$ cat config.mk
export PLATFORM = sky130hd
export DESIGN_NAME = sorted_sequence_merger_core
export DESIGN_NICKNAME = d
export VERILOG_FILES = /design/src/design/ssm_pkg.sv /design/src/design/ssm_cmp.sv /design/src/design/sorted_sequence_merger_core.sv
export VERILOG_INCLUDE_DIRS = /design/src /design/src/design
export SDC_FILE = /design/constraint.sdc
export NUM_CORES = 2
export LEC_CHECK = 0
export BUFFER_PORTS_ARGS = -buffer_cell sky130_fd_sc_hd__buf_4
export CAP_MARGIN = 20
export CORE_UTILIZATION = 37
export CTS_CLUSTER_SIZE = 40
export DETAILED_ROUTE_END_ITERATION = 10
export SKIP_CTS_REPAIR_TIMING = 1
export SYNTH_ARGS = -nofsm -noshare
export SYNTH_HDL_FRONTEND = slang
export SYNTH_HIERARCHICAL = 1
export SYNTH_SLANG_ARGS = --single-unit
$ cat constraint.sdc
create_clock -name clk -period 7 [get_ports clk]
set_input_delay 0.7 -clock clk [delete_from_list [all_inputs] [get_ports clk]]
set_output_delay 0.7 -clock clk [all_outputs]
set_load 0.05 [all_outputs]
$ cat src/design/sorted_sequence_merger_core_assert.svh
// Assertion macros for the sequence merger core.
// Each macro expects clk and arst_n in scope.
`ifndef SORTED_SEQUENCE_MERGER_CORE_ASSERT_SVH
`define SORTED_SEQUENCE_MERGER_CORE_ASSERT_SVH

// Same-cycle implication, held off during reset.
`define SSM_ASSERT_NOW(label, ante, cons) \
	label: assert property (@(posedge clk) disable iff (!arst_n) (ante) |-> (cons)) \
		else $error("ssm assertion failed");

// Next-cycle implication, held off during reset.
`define SSM_ASSERT_NEXT(label, ante, cons) \
	label: assert property (@(posedge clk) disable iff (!arst_n) (ante) |=> (cons)) \
		else $error("ssm assertion failed");

`endif

$ cat src/design/ssm_pkg.sv
package ssm_pkg;

	localparam int VALUE_W      = 32;
	localparam int SEQ_ID_W     = 3;
	localparam int SSM_CAPACITY = 64;
	localparam int SSM_NUM_SEQS = 8;

	typedef enum logic {
		CMD_PUSH  = 1'b0,
		CMD_FLUSH = 1'b1
	} cmd_t;

	typedef enum logic [1:0] {
		ST_DATA     = 2'd0,
		ST_EMPTY    = 2'd1,
		ST_UNSORTED = 2'd2,
		ST_OVERFLOW = 2'd3
	} status_t;

	typedef struct packed {
		cmd_t                       cmd;
		logic [SEQ_ID_W-1:0]        seq_id;
		logic signed [VALUE_W-1:0]  value;
	} item_t;

	typedef struct packed {
		logic signed [VALUE_W-1:0]  value_out;
		status_t                    status;
		logic                       last;
	} res_t;

endpackage

$ cat src/design/ssm_cmp.sv
module ssm_cmp (
	input  logic signed [ssm_pkg::VALUE_W-1:0] a,
	input  logic signed [ssm_pkg::VALUE_W-1:0] b,
	output logic                               lt
);
	import ssm_pkg::*;

	// Flip the sign bits so an unsigned compare gives signed order
	logic [VALUE_W-1:0] key_a;
	logic [VALUE_W-1:0] key_b;

	assign key_a = {~a[VALUE_W-1], a[VALUE_W-2:0]};
	assign key_b = {~b[VALUE_W-1], b[VALUE_W-2:0]};
	assign lt    = key_a < key_b;

endmodule

$ cat src/design/sorted_sequence_merger_core.sv
// Merger of up to NUM_SEQS sorted sequences into one ascending run. Busy stays low
// during pushes, so pushes stream back to back; the order check of a push completes
// in the cycle after it. A flush beat raises busy: an error or empty flush gives a
// single result from the evaluation state, and a flush of n stored values runs n
// selection rounds, each a scan over all stored values through the single value-store
// read port feeding the one shared comparator.
// Results appear on result for one cycle each, marked by result_valid, and must be
// taken as they come: there is no back-pressure on the result side. After every flush
// the block is empty again and needs no clearing pass.
`include "sorted_sequence_merger_core_assert.svh"

module sorted_sequence_merger_core #(
	parameter int CAPACITY = ssm_pkg::SSM_CAPACITY,
	parameter int NUM_SEQS = ssm_pkg::SSM_NUM_SEQS
) (
	input  logic           clk,
	input  logic           arst_n,
	input  logic           start,
	output logic           busy,
	input  ssm_pkg::item_t item,
	output logic           result_valid,
	output ssm_pkg::res_t  result
);
	import ssm_pkg::*;

	localparam int ADDR_W = (CAPACITY > 1) ? $clog2(CAPACITY) : 1;
	localparam int CNT_W  = $clog2(CAPACITY + 1);
	localparam int SEQ_W  = (NUM_SEQS > 1) ? $clog2(NUM_SEQS) : 1;
	localparam logic [CNT_W-1:0] CAP_C  = CNT_W'(CAPACITY);
	localparam logic [6:0]       NSEQ_C = 7'(NUM_SEQS);

	typedef enum logic [3:0] {
		S_IDLE = 4'b0001,
		S_EVAL = 4'b0010,
		S_SCAN = 4'b0100,
		S_EMIT = 4'b1000
	} state_t;

	state_t state_q;

	// Storage
	logic signed [VALUE_W-1:0] store_mem [CAPACITY];
	logic signed [VALUE_W-1:0] last_mem  [NUM_SEQS];
	logic [NUM_SEQS-1:0]       seen_q;
	logic [CNT_W-1:0]          count_q;
	logic                      unsorted_q;
	logic                      overflow_q;

	// Order-check stage
	logic                      pv_s1;
	logic                      pseen_s1;
	logic signed [VALUE_W-1:0] pval_s1;
	logic signed [VALUE_W-1:0] plast_s1;

	// Selection scan
	logic [CNT_W-1:0]          scan_q;
	logic [CNT_W-1:0]          emit_q;
	logic                      rd_vld_s1;
	logic [ADDR_W-1:0]         rd_idx_s1;
	logic signed [VALUE_W-1:0] rd_s1;
	logic signed [VALUE_W-1:0] best_q;
	logic [ADDR_W-1:0]         best_idx_q;
	logic                      best_vld_q;
	logic [CAPACITY-1:0]       taken_q;

	res_t                      res_q;
	logic                      res_vld_q;

	logic                      accept;
	logic                      push_ok;
	logic [6:0]                id_ext;
	logic [SEQ_W-1:0]          sidx;
	logic                      room;
	logic signed [VALUE_W-1:0] cmp_a;
	logic signed [VALUE_W-1:0] cmp_b;
	logic                      lt;
	logic                      take;
	logic                      scan_more;
	logic                      is_last;

	assign busy         = (state_q != S_IDLE);
	assign accept       = start && !busy;
	assign id_ext       = 7'(item.seq_id);
	assign sidx         = id_ext[SEQ_W-1:0];
	assign push_ok      = accept && (item.cmd == CMD_PUSH) && (id_ext < NSEQ_C);
	assign room         = count_q < CAP_C;
	assign scan_more    = scan_q < count_q;
	assign is_last      = (CNT_W'(emit_q + 1'b1) == count_q);
	assign result_valid = res_vld_q;
	assign result       = res_q;

	// Share the comparator between the order check and the selection scan
	assign cmp_a = pv_s1 ? pval_s1 : rd_s1;
	assign cmp_b = pv_s1 ? plast_s1 : best_q;

	ssm_cmp u_cmp (
		.a  (cmp_a),
		.b  (cmp_b),
		.lt (lt)
	);

	assign take = rd_vld_s1 && !taken_q[rd_idx_s1] && (!best_vld_q || lt);

	// Memories and data path registers
	always_ff @(posedge clk) begin
		if (push_ok) begin
			last_mem[sidx] <= item.value;
			plast_s1       <= last_mem[sidx];
			pval_s1        <= item.value;
			if (room) begin
				store_mem[count_q[ADDR_W-1:0]] <= item.value;
			end
		end
		if (state_q == S_SCAN && scan_more) begin
			rd_s1     <= store_mem[scan_q[ADDR_W-1:0]];
			rd_idx_s1 <= scan_q[ADDR_W-1:0];
		end
		if (state_q == S_SCAN && take) begin
			best_q     <= rd_s1;
			best_idx_q <= rd_idx_s1;
		end
	end

	// Control: push bookkeeping, flush sequencer, result beat
	always_ff @(posedge clk or negedge arst_n) begin
		if (!arst_n) begin
			state_q    <= S_IDLE;
			seen_q     <= '0;
			count_q    <= '0;
			unsorted_q <= 1'b0;
			overflow_q <= 1'b0;
			pv_s1      <= 1'b0;
			pseen_s1   <= 1'b0;
			scan_q     <= '0;
			emit_q     <= '0;
			rd_vld_s1  <= 1'b0;
			best_vld_q <= 1'b0;
			taken_q    <= '0;
			res_q      <= '0;
			res_vld_q  <= 1'b0;
		end else begin
			res_vld_q <= 1'b0;
			pv_s1     <= push_ok;

			// Finish the order check of the previous push
			if (pv_s1 && pseen_s1 && lt) begin
				unsorted_q <= 1'b1;
			end

			case (state_q)
				S_IDLE: begin
					if (push_ok) begin
						pseen_s1     <= seen_q[sidx];
						seen_q[sidx] <= 1'b1;
						if (room) begin
							count_q <= CNT_W'(count_q + 1'b1);
						end else begin
							overflow_q <= 1'b1;
						end
					end
					if (accept && item.cmd == CMD_FLUSH) begin
						state_q <= S_EVAL;
					end
				end
				S_EVAL: begin
					res_q.value_out <= '0;
					res_q.last      <= 1'b1;
					if (unsorted_q || overflow_q || count_q == '0) begin
						res_vld_q <= 1'b1;
						if (unsorted_q) begin
							res_q.status <= ST_UNSORTED;
						end else if (overflow_q) begin
							res_q.status <= ST_OVERFLOW;
						end else begin
							res_q.status <= ST_EMPTY;
						end
						seen_q     <= '0;
						count_q    <= '0;
						unsorted_q <= 1'b0;
						overflow_q <= 1'b0;
						state_q    <= S_IDLE;
					end else begin
						scan_q     <= '0;
						emit_q     <= '0;
						best_vld_q <= 1'b0;
						taken_q    <= '0;
						state_q    <= S_SCAN;
					end
				end
				S_SCAN: begin
					// Issue one read a cycle, compare the beat that returns
					rd_vld_s1 <= scan_more;
					if (scan_more) begin
						scan_q <= CNT_W'(scan_q + 1'b1);
					end
					if (take) begin
						best_vld_q <= 1'b1;
					end
					if (!scan_more && !rd_vld_s1) begin
						state_q <= S_EMIT;
					end
				end
				S_EMIT: begin
					res_vld_q            <= 1'b1;
					res_q.value_out      <= best_q;
					res_q.status         <= ST_DATA;
					res_q.last           <= is_last;
					taken_q[best_idx_q]  <= 1'b1;
					emit_q               <= CNT_W'(emit_q + 1'b1);
					scan_q               <= '0;
					best_vld_q           <= 1'b0;
					if (is_last) begin
						seen_q     <= '0;
						count_q    <= '0;
						unsorted_q <= 1'b0;
						overflow_q <= 1'b0;
						state_q    <= S_IDLE;
					end else begin
						state_q <= S_SCAN;
					end
				end
				default: begin
					state_q <= S_IDLE;
				end
			endcase
		end
	end

	// Error and empty results always close the flush
	`SSM_ASSERT_NOW(a_err_is_last, res_vld_q && res_q.status != ST_DATA, res_q.last)
	// The last result leaves the block cleared and idle
	`SSM_ASSERT_NOW(a_last_clears, res_vld_q && res_q.last,
		state_q == S_IDLE && count_q == '0 && !overflow_q)
	// Stored count never passes capacity
	`SSM_ASSERT_NOW(a_count_bound, 1'b1, count_q <= CAP_C)
	// A scan read only returns while scanning
	`SSM_ASSERT_NEXT(a_scan_read, state_q == S_SCAN && scan_more, rd_vld_s1 && state_q == S_SCAN)

endmodule
==> run_results.csv <==
group,metric,value,unit
run_status,run_status,"finished with violations",
run_status,failed_checks,"DRC",
logic_synthesis,synth_enable_flop_cells,2444,
clock_network,worst_setup_hold_path_clk_slew,0.06,ns
logic_synthesis,synth-main-ff-cell,"sky130_fd_sc_hd__edfxtp_1",
logic_synthesis,synth.top_cells.by_count,"sky130_fd_sc_hd__edfxtp_1 (2,444), sky130_fd_sc_hd__mux4_2 (690), sky130_fd_sc_hd__nor2_1 (159)",
cells_and_area,layout_net_count,4664,
placed_design,dp.final_hpwl,145,mm
logic_synthesis,synthesis.area,98700,sq um
logic_synthesis,synth_async_sr_flop_share,0.0538,
grt,antenna_found_initial,32,
floorplan,core_region_area,265000,sq um
clock_network,clock_latency,0.86,ns
drt,wl_per_cell,29.4,microns
timing,clock-skew-final,0.0545,ns
placed_design,globalplace.congestion,0.855,
setup_path,most_used_cell_cp,"sky130_fd_sc_hd__buf_4",
cells_and_area,post_route_cells_drive_above_1_share,0.299,
cells_and_area,final_core_utilization,0.428,
timing,worst_slew_pin_slew,1.25,ns
setup_path,critical_path.max_fanout,41,
logic_synthesis,post-synth-top-count-cell,"sky130_fd_sc_hd__edfxtp_1",
power_and_ir_drop,power.total,33.1,mW
worst_hold_path,worstHoldEndpoint,"state_q[1]",
floorplan,floorplan.die.width,519,microns
logic_synthesis,netlist-cell-type-count,59,
logic_synthesis,yosys_warnings,6,
flow_run,maxCapViolCount,0,
setup_path,worstSetupPathType,"reg2reg",
setup_path,worst_setup_path_start_kind,"flip-flop",
timing,slew_headroom,0.167,
power_and_ir_drop,worst_ir_drop_vdd,0.231,mV
timing,max_freq,198,MHz
floorplan,die_h,519,microns
setup_path,r2r_cells,13,
setup_path,critical_path.max_stage_delay,0.96,ns
grt,globalRouteTotalUtil,0.180,
grt,grt_start_max_net_pins,144,
power_and_ir_drop,cell_leakage_power,35.0,nW
logic_synthesis,synthesis.nets,4409,
drt,drt.antenna.violating_nets,0,
timing,finalHoldViolations,0,
floorplan,fp-row-count,189,
cells_and_area,syn2layout_area_growth,14.9,%
drt,num_vias,46296,
clock_network,ctsRootBufferMaster,"sky130_fd_sc_hd__clkbuf_16",
floorplan,start_util,0.372,
timing,rsz_0062_raised_after_global_routing,"false",
timing,timing.final.setup_violations,0,
setup_path,cp_data_arrival_time,5.54,ns
clock_network,clock_tree.buffer_depth,4,
setup_path,worst_setup_path_end_kind,"flip-flop",
timing,min_setup_slack_post_route,1.94,ns
setup_path,worstPathBufferInverterCount,3,
worst_hold_path,worst_hold_path_type,"in2reg",
timing,final_min_period_over_clock_period,0.723,
setup_path,r2r_end,"best_q[18]",
timing,slew_viol_final,0,
grt,grt_first_pass_wirelength,350,mm
floorplan,io_pins,76,
timing,period_minus_slack,5.06,ns
drt,drt_iter0_drc,5616,
setup_path,crit_required,7.48,ns
logic_synthesis,synthDominantAreaCellType,"sky130_fd_sc_hd__edfxtp_1",
cells_and_area,fillCellCount,22537,
drt,first_pass_iters,8,
floorplan,die_area,269000,sq um
worst_hold_path,hold_path_depth,2,
logic_synthesis,synth.top_cells.by_area,"sky130_fd_sc_hd__edfxtp_1 (74%), sky130_fd_sc_hd__mux4_2 (16%), sky130_fd_sc_hd__dfrtp_1 (3.5%), sky130_fd_sc_hd__a22oi_1 (0.99%), sky130_fd_sc_hd__mux2_2 (0.74%)",
worst_hold_path,hp-start,"item[35]",
power_and_ir_drop,power_per_cell_area,292,nW/um^2
clock_network,cts_max_level,5,
setup_path,timing.critical_path.cells,"buf_4 -> buf_4 -> mux2_2 -> ha_1 -> o21a_1 -> a21oi_2 -> o31ai_1 -> a211o_1 -> a21oi_2 -> nand2b_1 -> nand3_1 -> a211oi_4 -> buf_4",
timing,timing.hold.ws,0.194,ns
setup_path,cp_slowest_cell,"sky130_fd_sc_hd__dfrtp_2",
drt,routed_via_density,5.56,
grt,grt_overflow_total,0,
logic_synthesis,seq_area_frac_synth,0.778,
logic_synthesis,average_cell_area_after_synthesis,22.8,sq um
setup_path,regToRegStartpoint,"pv_s1",
grt,grt_pass1_vias,46501,
logic_synthesis,ys_ff_latch,2583,
logic_synthesis,synth_top_area_share,0.743,
placed_design,buffer_ports.inserted,75,
setup_path,crit_family,"compound AO/OA/AOI/OAI gates",
clock_network,tritoncts.num_buffers,275,
clock_network,tritoncts_clock_tree,"done",
placed_design,worst_slack_at_placement,1.91,ns
logic_synthesis,syn_inst,4329,
drt,drc,22,
setup_path,r2r_setup_slack,1.94,ns
drt,routed_wirelength,245,mm
clock_network,numClockSinks,2583,
timing,finalSetupTns,0,ns
## cells in the final DEF, fill, tap and decap left out, drive strengths merged, types with 18 or more instances in the layout
cell type	instances
edfxtp	2444
a22oi	130
mux4	690
nand4	37
a22o	34
o21ai	23
clkinv	103
ha	41
nand3	26
clkbuf	339
nand2	31
bufinv	18
a21oi	96
nor2	159
inv	59
mux2	65
buf	210
dfrtp	138
## per-layer routing
layer	GRT usage	share of wire	vias to the layer above
met1	0.256	0.42	25208
met5	0	0.000078	-
met2	0.276	0.47	1793
met4	0.0452	0.023	2
met3	0.0471	0.088	328
li1	-	-	18965
## area by class of cell
| cell class | instances | area, sq um | area share |
|---|---|---|---|
| sequential | 2583 | 76900 | 0.678 |
| clock inverter | 139 | 1300 | 0.0114 |
| tap | 3533 | 4420 | 0.0390 |
| timing repair buffer | 211 | 2070 | 0.0182 |
| clock buffer | 339 | 7270 | 0.0641 |
| inverter | 45 | 170 | 0.00150 |
| multi-input combinational | 1468 | 21300 | 0.188 |
| antenna | 8 | 20.0 | 0.000176 |
## where the power goes
group          internal, mW  leakage [nW]  switching [mW]
logic                 0.676          6.90            1.15
registers              17.1          23.9           0.137
clock network          8.08          4.18            5.92
total                  25.9          35.0            7.21
## registers in the layout, summed over array words and instances (netlist names), 4 cells and up
register    count
rd_idx_s1       6
seen_q          8
emit_q          7
count_q         7
state_q         4
store_mem    2048
rd_s1          32
taken_q        64
result         35
best_q         32
best_idx_q      6
plast_s1       32
last_mem      256
pval_s1        32
scan_q          7
## cells by family (layout without fill, tap and decap cells)
logic type      after synthesis  in the layout  synth area share
flops                      2583           2583             0.778
mux                         758            758             0.165
simple gates                332            332            0.0163
compound gates              324            324            0.0224
buf+inv                     278            734            0.0113
fa+ha+maj                    41             41           0.00520
xor+xnor                     13             13           0.00115
other cells                   0              8                 0
## worst max-delay path by stage
stage,from,end,slack (ns),cells past startpoint
after floorplan,pv_s1,best_idx_q[0],0.89,13
after global placement,pv_s1,best_q[21],2.05,13
after detailed placement,pv_s1,best_q[21],1.91,13
after CTS,pv_s1,best_q[19],1.87,13
after global routing,pv_s1,best_q[18],1.66,13
final,pv_s1,best_q[18],1.94,13
## through the flow
step,cells,area (sq um)
finish,8326,113000
global route,8321,113000
CTS,8315,113000
detailed placement,7837,105000
global placement,7807,104000
floorplan,4329,98700
## worst register-to-register path, cell delays in order, from the launching register on
cell and delay, ns:
sky130_fd_sc_hd__dfrtp_2 0.96, sky130_fd_sc_hd__buf_4 0.38, sky130_fd_sc_hd__buf_4 0.23, sky130_fd_sc_hd__mux2_2 0.35, sky130_fd_sc_hd__ha_1 0.31, sky130_fd_sc_hd__o21a_1 0.13, sky130_fd_sc_hd__a21oi_2 0.14, sky130_fd_sc_hd__o31ai_1 0.10
sky130_fd_sc_hd__a211o_1 0.32, sky130_fd_sc_hd__a21oi_2 0.19, sky130_fd_sc_hd__nand2b_1 0.13, sky130_fd_sc_hd__nand3_1 0.14, sky130_fd_sc_hd__a211oi_4 0.84, sky130_fd_sc_hd__buf_4 0.49
(Power assumes the default switching activity.)
